## src/sv/sync_length_checksum_frame_parser_macros.svh

```systemverilog
`ifndef SYNC_LENGTH_CHECKSUM_FRAME_PARSER_MACROS_SVH
`define SYNC_LENGTH_CHECKSUM_FRAME_PARSER_MACROS_SVH

// same-cycle implication, sampled on clk, off during reset
`define SLCFP_ASSERT_NOW(label, ante, cons, msg) \
  label: assert property (@(posedge clk) disable iff (!rst_n) (ante) |-> (cons)) \
    else $error(msg);

// next-cycle implication
`define SLCFP_ASSERT_NEXT(label, ante, cons, msg) \
  label: assert property (@(posedge clk) disable iff (!rst_n) (ante) |=> (cons)) \
    else $error(msg);

`endif

```

## src/sv/slcfp_pkg.sv

```systemverilog
package slcfp_pkg;

  localparam int PAYLOAD_DEPTH_DEF = 64;

  localparam logic [7:0] SYNC_BYTE     = 8'hAA;
  localparam logic [7:0] SYNC_PAIR_SUM = SYNC_BYTE + SYNC_BYTE;
  localparam logic [7:0] LEN_CAP       = 8'd64;
  localparam logic [6:0] LIMIT_RESET   = 7'd51;

  // configuration register indexes
  localparam logic CFG_LENGTH_LIMIT    = 1'b0;
  localparam logic CFG_CHECKSUM_ENABLE = 1'b1;

  // frame_status codes
  localparam logic [1:0] ST_WORD   = 2'd0;
  localparam logic [1:0] ST_CSUM   = 2'd1;
  localparam logic [1:0] ST_NOWORD = 2'd2;

  typedef enum logic [3:0] {
    S_SYNC1,
    S_SYNC2,
    S_FUNC,
    S_LEN,
    S_DATA,
    S_CHECK,
    S_RD_HI,
    S_RD_LO,
    S_PUSH,
    S_ERR,
    S_EMPTY
  } state_t;

  typedef struct packed {
    logic ld_func;
    logic ld_len;
    logic wr_byte;
    logic ld_hi;
    logic rd_lo;
    logic push_word;
    logic push_err;
    logic push_empty;
  } cmd_t;

  typedef struct packed {
    logic is_sync;
    logic len_ok;
    logic len_zero;
    logic data_last;
    logic sum_match;
    logic cs_en;
    logic words_zero;
    logic word_last;
    logic out_free;
  } stat_t;

endpackage

```

## src/sv/slcfp_ram.sv

```systemverilog
module slcfp_ram #(
  parameter int WIDTH = 8,
  parameter int DEPTH = 64
) (
  input  logic                     clk,
  input  logic                     we,
  input  logic [$clog2(DEPTH)-1:0] waddr,
  input  logic [WIDTH-1:0]         wdata,
  input  logic [$clog2(DEPTH)-1:0] raddr,
  output logic [WIDTH-1:0]         rdata
);

  logic [WIDTH-1:0] mem_r [DEPTH];
  logic [WIDTH-1:0] rdata_r;

  always_ff @(posedge clk) begin
    if (we) begin
      mem_r[waddr] <= wdata;
    end
    rdata_r <= mem_r[raddr];
  end

  assign rdata = rdata_r;

endmodule

```

## src/sv/slcfp_ctrl.sv

```systemverilog
module slcfp_ctrl (
  input  logic                clk,
  input  logic                rst_n,
  input  logic                in_valid,
  output logic                in_ready,
  input  slcfp_pkg::stat_t    stat,
  output slcfp_pkg::cmd_t     cmd
);
  import slcfp_pkg::*;

  state_t state_r, state_nxt;
  logic   acc;

  assign acc = in_valid && in_ready;

  always_ff @(posedge clk) begin
    if (!rst_n) begin
      state_r <= S_SYNC1;
    end else begin
      state_r <= state_nxt;
    end
  end

  always_comb begin
    state_nxt = state_r;
    unique case (state_r)
      S_SYNC1: if (acc && stat.is_sync) state_nxt = S_SYNC2;
      S_SYNC2: if (acc) state_nxt = stat.is_sync ? S_FUNC : S_SYNC1;
      S_FUNC:  if (acc) state_nxt = S_LEN;
      S_LEN: begin
        if (acc) begin
          if (!stat.len_ok)       state_nxt = S_SYNC1;
          else if (stat.len_zero) state_nxt = S_CHECK;
          else                    state_nxt = S_DATA;
        end
      end
      S_DATA:  if (acc && stat.data_last) state_nxt = S_CHECK;
      S_CHECK: begin
        if (acc) begin
          if (stat.cs_en && !stat.sum_match) state_nxt = S_ERR;
          else if (stat.words_zero)          state_nxt = S_EMPTY;
          else                               state_nxt = S_RD_HI;
        end
      end
      S_RD_HI: state_nxt = S_RD_LO;
      S_RD_LO: state_nxt = S_PUSH;
      S_PUSH: begin
        if (stat.out_free) state_nxt = stat.word_last ? S_SYNC1 : S_RD_HI;
      end
      S_ERR, S_EMPTY: if (stat.out_free) state_nxt = S_SYNC1;
      default: state_nxt = S_SYNC1;
    endcase
  end

  always_comb begin
    in_ready = 1'b0;
    cmd      = '0;
    unique case (state_r)
      S_SYNC1, S_SYNC2, S_CHECK: in_ready = 1'b1;
      S_FUNC: begin
        in_ready    = 1'b1;
        cmd.ld_func = acc;
      end
      S_LEN: begin
        in_ready   = 1'b1;
        cmd.ld_len = acc && stat.len_ok;
      end
      S_DATA: begin
        in_ready    = 1'b1;
        cmd.wr_byte = acc;
      end
      S_RD_HI: ;
      S_RD_LO: begin
        cmd.ld_hi = 1'b1;
        cmd.rd_lo = 1'b1;
      end
      S_PUSH: begin
        cmd.rd_lo     = 1'b1;  // hold the read so the low byte stays put
        cmd.push_word = stat.out_free;
      end
      S_ERR:   cmd.push_err   = stat.out_free;
      S_EMPTY: cmd.push_empty = stat.out_free;
      default: ;
    endcase
  end

endmodule

```

## src/sv/slcfp_dpath.sv

```systemverilog
module slcfp_dpath #(
  parameter int PAYLOAD_DEPTH = slcfp_pkg::PAYLOAD_DEPTH_DEF
) (
  input  logic                clk,
  input  logic                rst_n,
  input  logic [7:0]          in_rx_byte,
  input  logic                cfg_we,
  input  logic                cfg_index,
  input  logic [6:0]          cfg_wdata,
  input  slcfp_pkg::cmd_t     cmd,
  output slcfp_pkg::stat_t    stat,
  output logic                out_valid,
  input  logic                out_ready,
  output logic [7:0]          out_frame_function,
  output logic [4:0]          out_word_index,
  output logic signed [15:0]  out_word_value,
  output logic [1:0]          out_frame_status,
  output logic                out_last_of_frame
);
  import slcfp_pkg::*;

  localparam int AW = $clog2(PAYLOAD_DEPTH);
  localparam int IW = (AW > 6) ? AW : 6;

  logic [6:0] limit_r;
  logic       cs_en_r;
  logic [7:0] func_r;
  logic [5:0] len_r;
  logic [5:0] rcv_r;
  logic [7:0] sum_r;
  logic [4:0] word_r;
  logic [7:0] hi_r;

  logic              out_valid_r;
  logic [7:0]        out_func_r;
  logic [4:0]        out_idx_r;
  logic [15:0]       out_val_r;
  logic [1:0]        out_st_r;
  logic              out_last_r;

  logic [IW-1:0] wr_wide, rd_wide;
  logic [AW-1:0] waddr, raddr;
  logic [7:0]    rdata;
  logic [5:0]    rcv_inc;
  logic          push_any;

  assign wr_wide = IW'(rcv_r);
  assign rd_wide = IW'({word_r, cmd.rd_lo});
  assign waddr   = wr_wide[AW-1:0];
  assign raddr   = rd_wide[AW-1:0];
  assign rcv_inc = rcv_r + 6'd1;

  slcfp_ram #(
    .WIDTH (8),
    .DEPTH (PAYLOAD_DEPTH)
  ) u_store (
    .clk   (clk),
    .we    (cmd.wr_byte),
    .waddr (waddr),
    .wdata (in_rx_byte),
    .raddr (raddr),
    .rdata (rdata)
  );

  always_ff @(posedge clk) begin
    if (!rst_n) begin
      limit_r <= LIMIT_RESET;
      cs_en_r <= 1'b1;
    end else if (cfg_we) begin
      unique case (cfg_index)
        CFG_LENGTH_LIMIT:    limit_r <= cfg_wdata;
        CFG_CHECKSUM_ENABLE: cs_en_r <= cfg_wdata[0];
        default: ;
      endcase
    end
  end

  always_ff @(posedge clk) begin
    if (!rst_n) begin
      func_r <= '0;
      len_r  <= '0;
      rcv_r  <= '0;
      sum_r  <= '0;
      word_r <= '0;
    end else begin
      if (cmd.ld_func) begin
        func_r <= in_rx_byte;
        sum_r  <= SYNC_PAIR_SUM + in_rx_byte;
      end
      if (cmd.ld_len) begin
        len_r  <= in_rx_byte[5:0];
        rcv_r  <= '0;
        word_r <= '0;
        sum_r  <= sum_r + in_rx_byte;
      end
      if (cmd.wr_byte) begin
        rcv_r <= rcv_inc;
        sum_r <= sum_r + in_rx_byte;
      end
      if (cmd.push_word) begin
        word_r <= word_r + 5'd1;
      end
    end
  end

  always_ff @(posedge clk) begin
    if (cmd.ld_hi) begin
      hi_r <= rdata;
    end
  end

  assign push_any = cmd.push_word || cmd.push_err || cmd.push_empty;

  always_ff @(posedge clk) begin
    if (!rst_n) begin
      out_valid_r <= 1'b0;
    end else if (push_any) begin
      out_valid_r <= 1'b1;
    end else if (out_ready) begin
      out_valid_r <= 1'b0;
    end
  end

  always_ff @(posedge clk) begin
    if (push_any) begin
      out_func_r <= func_r;
      if (cmd.push_word) begin
        out_idx_r  <= word_r;
        out_val_r  <= {hi_r, rdata};
        out_st_r   <= ST_WORD;
        out_last_r <= stat.word_last;
      end else begin
        out_idx_r  <= '0;
        out_val_r  <= '0;
        out_st_r   <= cmd.push_err ? ST_CSUM : ST_NOWORD;
        out_last_r <= 1'b1;
      end
    end
  end

  always_comb begin
    stat.is_sync    = (in_rx_byte == SYNC_BYTE);
    stat.len_ok     = ({1'b0, in_rx_byte} < {2'b00, limit_r}) &&
                      ({1'b0, in_rx_byte} < 9'(PAYLOAD_DEPTH)) &&
                      (in_rx_byte < LEN_CAP);
    stat.len_zero   = (in_rx_byte == 8'd0);
    stat.data_last  = (rcv_inc == len_r);
    stat.sum_match  = (in_rx_byte == sum_r);
    stat.cs_en      = cs_en_r;
    stat.words_zero = (len_r[5:1] == 5'd0);
    stat.word_last  = ((word_r + 5'd1) == len_r[5:1]);
    stat.out_free   = !out_valid_r || out_ready;
  end

  assign out_valid          = out_valid_r;
  assign out_frame_function = out_func_r;
  assign out_word_index     = out_idx_r;
  assign out_word_value     = out_val_r;
  assign out_frame_status   = out_st_r;
  assign out_last_of_frame  = out_last_r;

endmodule

```

## src/sv/sync_length_checksum_frame_parser.sv

```systemverilog
// Channel   Direction  Handshake             Payload
// in        input      in_valid / in_ready    in_rx_byte
// out       output     out_valid / out_ready  function, index, value, status, last
// cfg       input      cfg_we (no wait)       cfg_index, cfg_wdata
//
// One byte per cycle is taken, the checksum byte included. After the checksum passes
// (or checking is off) the payload store drains word by word via S_RD_HI, S_RD_LO and
// S_PUSH (two reads of its single read port plus the output load), stalling while
// out_ready is low, taking no byte. A status result waits for a free output.
// Reset is synchronous; the payload store is not cleared and needs no clearing pass.
`include "sync_length_checksum_frame_parser_macros.svh"

module sync_length_checksum_frame_parser #(
  parameter int PAYLOAD_DEPTH = slcfp_pkg::PAYLOAD_DEPTH_DEF
) (
  input  logic               clk,
  input  logic               rst_n,
  input  logic               in_valid,
  output logic               in_ready,
  input  logic [7:0]         in_rx_byte,
  output logic               out_valid,
  input  logic               out_ready,
  output logic [7:0]         out_frame_function,
  output logic [4:0]         out_word_index,
  output logic signed [15:0] out_word_value,
  output logic [1:0]         out_frame_status,
  output logic               out_last_of_frame,
  input  logic               cfg_we,
  input  logic               cfg_index,
  input  logic [6:0]         cfg_wdata
);
  import slcfp_pkg::*;

  cmd_t  cmd;
  stat_t stat;

  slcfp_ctrl u_ctrl (
    .clk      (clk),
    .rst_n    (rst_n),
    .in_valid (in_valid),
    .in_ready (in_ready),
    .stat     (stat),
    .cmd      (cmd)
  );

  slcfp_dpath #(
    .PAYLOAD_DEPTH (PAYLOAD_DEPTH)
  ) u_dpath (
    .clk                (clk),
    .rst_n              (rst_n),
    .in_rx_byte         (in_rx_byte),
    .cfg_we             (cfg_we),
    .cfg_index          (cfg_index),
    .cfg_wdata          (cfg_wdata),
    .cmd                (cmd),
    .stat               (stat),
    .out_valid          (out_valid),
    .out_ready          (out_ready),
    .out_frame_function (out_frame_function),
    .out_word_index     (out_word_index),
    .out_word_value     (out_word_value),
    .out_frame_status   (out_frame_status),
    .out_last_of_frame  (out_last_of_frame)
  );

  `SLCFP_ASSERT_NOW(a_status_shape, out_valid && (out_frame_status != ST_WORD), out_last_of_frame && (out_word_index == 5'd0) && (out_word_value == 16'sd0), "status result must be a lone zero result")
  `SLCFP_ASSERT_NOW(a_push_free, cmd.push_word || cmd.push_err || cmd.push_empty, stat.out_free, "result pushed into a full output register")
  `SLCFP_ASSERT_NOW(a_push_one, 1'b1, $onehot0({cmd.push_word, cmd.push_err, cmd.push_empty}), "more than one result pushed at once")
  `SLCFP_ASSERT_NEXT(a_push_shows, cmd.push_word || cmd.push_err || cmd.push_empty, out_valid, "pushed result not shown on the output")

endmodule
```

## config.mk

```make
export PLATFORM = sky130hd
export DESIGN_NAME = sync_length_checksum_frame_parser
export DESIGN_NICKNAME = d
export VERILOG_FILES = /design/src/sv/slcfp_pkg.sv /design/src/sv/slcfp_ram.sv /design/src/sv/slcfp_ctrl.sv /design/src/sv/slcfp_dpath.sv /design/src/sv/sync_length_checksum_frame_parser.sv
export VERILOG_INCLUDE_DIRS = /design/src /design/src/sv
export SDC_FILE = /design/constraint.sdc
export NUM_CORES = 1
export LEC_CHECK = 0
export CORE_UTILIZATION = 25
export CTS_CLUSTER_DIAMETER = 50
export DETAILED_ROUTE_END_ITERATION = 16
export DONT_BUFFER_PORTS = 1
export PLACE_DENSITY = 0.44
export SYNTH_ARGS = -nofsm -noshare
export SYNTH_HDL_FRONTEND = slang
export SYNTH_HIERARCHICAL = 1
export SYNTH_SLANG_ARGS = --single-unit
```

## constraint.sdc

```tcl
create_clock -name clk -period 2.8 [get_ports clk]
set_input_delay 0.28 -clock clk [delete_from_list [all_inputs] [get_ports clk]]
set_output_delay 0.28 -clock clk [all_outputs]
set_load 0.05 [all_outputs]
```

==> results.md <==
- Leak: 9.30 nW
- Initial DRC Count: 882
- CTS max path bufs: 3
- Layout cells sized above 1: 0.265
- Arrival @ worst endpoint: 3.19 ns
- Synth cell types: 65
- Sequential share of the synthesized area: 0.723
- Vias per cell: 4.55
- Syn Inst Count: 1364
- Top_reg_cell synth: edfxtp_1
- Post-Place Cell Area: 26700 µm²
- Nets: 1582
- CTS Root Cell: clkbuf_16
- Clock share of power: 0.458
- Die X: 314 µm
- Ys async rst share: 0
- First-pass GRT wire length: 95000 µm
- Die Y-Extent: 314 µm
- WL/cell: 22.7 µm
- Switch Pwr: 3.82 mW
- Reg2reg path depth: 10
- Fin area: 29600 µm²
- Final HPWL DP: 38500 µm
- Vias in the first global route: 13.4k
- Critical path class: reg -> reg
- Critical Path Source: u_ctrl/state_r[1]$_SDFFE_PN0P_
- Power density over cell area: 632 nW/µm²
- Htree depth: 3
- GP Congestion: 0.751
- Via count: 13.1k
- Worst EP required: 3.28 ns
- Sink Count: 606
- CTS tree: yes
- WL final: 65300 µm
- Pint: 14.9 mW
- IO Count: 55
- Peak Freq: 0.368 GHz
- RSZ-0062 raised after global routing: true
- Number of cells after detailed placement: 2703
- Worst slew pin tran: 0.816 ns
- Post-synthesis register bit count: 606
- Synth Net Count: 1404
- Core ar.: 96700 µm²
- Antenna violations before repair: 5
- Min cycle time layout: 2.72 ns
- Worst hold margin: 0.0460 ns
- # DRC: 0
- Detail Route Antenna Nets: 0
- Slew HR: 0.454
- Worst reg2reg path startpoint: u_ctrl/state_r[1]$_SDFFE_PN0P_
- Slew Viols, Final: 0
- Worst Skew: 0.0321 ns
- Synth-to-Final Area Change: 21.2%
- Startpoint class of the critical path: flop
- HP Class: in -> reg
- Nature of the critical path endpoint: flop
- Capture point of the worst path: u_dpath/u_store/rdata[6]$_DFF_P_
- Gate power share: 0.015
- Net Sw Frac: 0.204
- Crit path max fanout: 5
- Reg2Reg Setup Slack: 0.08 ns
- Total of max-cap violations: 0
- Final setup viols: 0
- Total track usage: 0.132
- Worst skew pair latency: 0.61 ns
- TritonCTS Buffers: 70
- Largest net degree at the start of global routing: 68
- Clk slew on worst S/H paths: 0.06 ns
- FP Rows: 114
- Post-synth EDFFs: 552
- Syn_area_per_cell: 17.9 µm²
- Grt ovf: 0
- Mapped Area: 24400 µm²
- Status: complete, no violations
- Peak supply drop: 0.293 mV
- Initial DRT Pass Iterations: 5
- Final Hold Fails: 0
- Finished Layout Cells: 2873
- Initial Util: 0.252
- Fin crit share: 0.971
- YS warnings: 6
- # port buffers: 0
- Worst R2R End: u_dpath/u_store/rdata[6]$_DFF_P_
- DIE AREA: 98900 µm²
- Flop pwr share: 0.527
[per-stage QoR]
step	setup TNS, ns	util	setup slack (ns)	power (mW)
6_report	0	0.306	0.0822	18.7
5_1_grt	-0.300	0.306	-0.0293	19.3
4_1_cts	-0.00230	0.304	-0.00230	18.9
3_5_place_dp	-0.123	0.276	-0.0658	10.1
3_3_place_gp	-0.102	0.276	-0.0570	10.1
2_1_floorplan	0	-	0.328	10.1
[sequential cells by signal, summed over array words and instances (netlist names), 6 cells and up]
register	cells
u_dpath/u_store/rdata	8
u_dpath/func_r	8
u_dpath/limit_r	7
u_dpath/len_r	6
u_dpath/hi_r	8
u_dpath/rcv_r	6
u_dpath/sum_r	8
u_dpath/out_frame_function	8
u_dpath/out_word_value	16
u_dpath/u_store/mem_r	512
[placed cells by master (no fill, tap or decap), types with 22 or more instances in the layout]
cell,n
mux4_2,126
nand2_1,57
and2_1,22
nand3_1,26
buf_4,131
nor2_1,123
mux2i_1,41
a21oi_1,34
edfxtp_1,552
clkbuf_16,76
dfxtp_1,50
dlygate4sd3_1,23
[synthesized netlist by cell type (8+ instances only)]
| cell type | number | share of area |
|---|---|---|
| nor2b_1 | 19 | 0.0049 |
| ha_1 | 18 | 0.0092 |
| o21ai_0 | 9 | 0.0018 |
| o22ai_1 | 10 | 0.0026 |
| and2_1 | 22 | 0.0056 |
| o221ai_1 | 9 | 0.0032 |
| mux4_2 | 126 | 0.12 |
| inv_1 | 18 | 0.0028 |
| nand3_1 | 26 | 0.0053 |
| nor3_1 | 16 | 0.0033 |
| xor2_1 | 10 | 0.0036 |
| nand2b_1 | 14 | 0.0036 |
| dfxtp_1 | 54 | 0.044 |
| a21oi_1 | 34 | 0.0070 |
| mux2_2 | 14 | 0.0065 |
| a221oi_1 | 8 | 0.0029 |
| nor2_1 | 124 | 0.019 |
| buf_2 | 18 | 0.0037 |
| nand2_1 | 58 | 0.0089 |
| edfxtp_1 | 552 | 0.68 |
| clkbuf_1 | 27 | 0.0042 |
| buf_4 | 14 | 0.0043 |
| xnor2_1 | 15 | 0.0054 |
| mux2i_1 | 41 | 0.017 |
[logic make-up (layout without fill, tap and decap cells)]
logic type,Yosys count,count (layout),share of synthesized area
flip-flops,606,606,0.723
adder cells (fa/ha/maj),19,19,0.0100
XOR/XNOR,25,25,0.00897
other,0,4,0
buffers and inverters,89,318,0.0196
AND/OR/NAND/NOR,315,315,0.0618
AO/OA/AOI/OAI,129,129,0.0366
multiplexers,181,181,0.140
[cell type report]
cell class | count | area (µm²)
multi-input combinational | 669 | 6370
timing repair buffer | 176 | 1730
tap | 1276 | 1600
fill | 9413 | 67100
clock inverter | 34 | 239
clock buffer | 89 | 1910
inverter | 19 | 71.3
sequential | 606 | 17700
antenna | 4 | 10.0
[power groups by stage]
stage	clock, mW	combinational, mW	sequential (mW)
after floorplan	0	0.0675	10.0
after global placement	0	0.0785	10.0
after detailed placement	0	0.0790	10.0
after CTS	8.81	0.285	9.85
after global routing	9.14	0.307	9.85
final	8.56	0.278	9.86
[how the worst min path moves through the flow]
stage | startpoint | to | cells past startpoint
2_1_floorplan | in_rx_byte[0] | u_dpath/u_store/mem_r[0][0]$_DFFE_PP_ | 0
3_3_place_gp | rst_n | u_dpath/limit_r[0]$_SDFFE_PN1P_ | 1
3_5_place_dp | rst_n | u_dpath/limit_r[0]$_SDFFE_PN1P_ | 1
4_1_cts | in_valid | u_ctrl/state_r[2]$_SDFFE_PN0P_ | 3
5_1_grt | in_valid | u_ctrl/state_r[2]$_SDFFE_PN0P_ | 3
6_report | in_valid | u_ctrl/state_r[2]$_SDFFE_PN0P_ | 3
[metal layers]
layer,global-route usage,part of all wire
met5,0,0
met4,0.0460,0.024
met3,0.0216,0.045
met2,0.210,0.47
met1,0.183,0.46
[critical path, cell delays in order (launching register included)]
cell and delay [ns]:
dfxtp_1 0.31, or2_1 0.27, o22ai_4 0.13, buf_12 0.15, buf_4 0.13, mux4_2 0.49
mux2_2 0.32, o221a_2 0.30, nor3_2 0.25, buf_4 0.16, o32ai_1 0.08
[what timing repair did]
| item | CTS | global route |
|---|---|---|
| hold buffers | 31 | 0 |
| pin swaps | 1 | 1 |
| setup endpoints to repair | 2 | 28 |
| gates cloned | 1 | 1 |
| endpoints found under the hold margin | 546 | 0 |
| buffers inserted | 2 | 8 |
| resized for setup | 4 | 19 |
(Power assumes the default switching activity.)
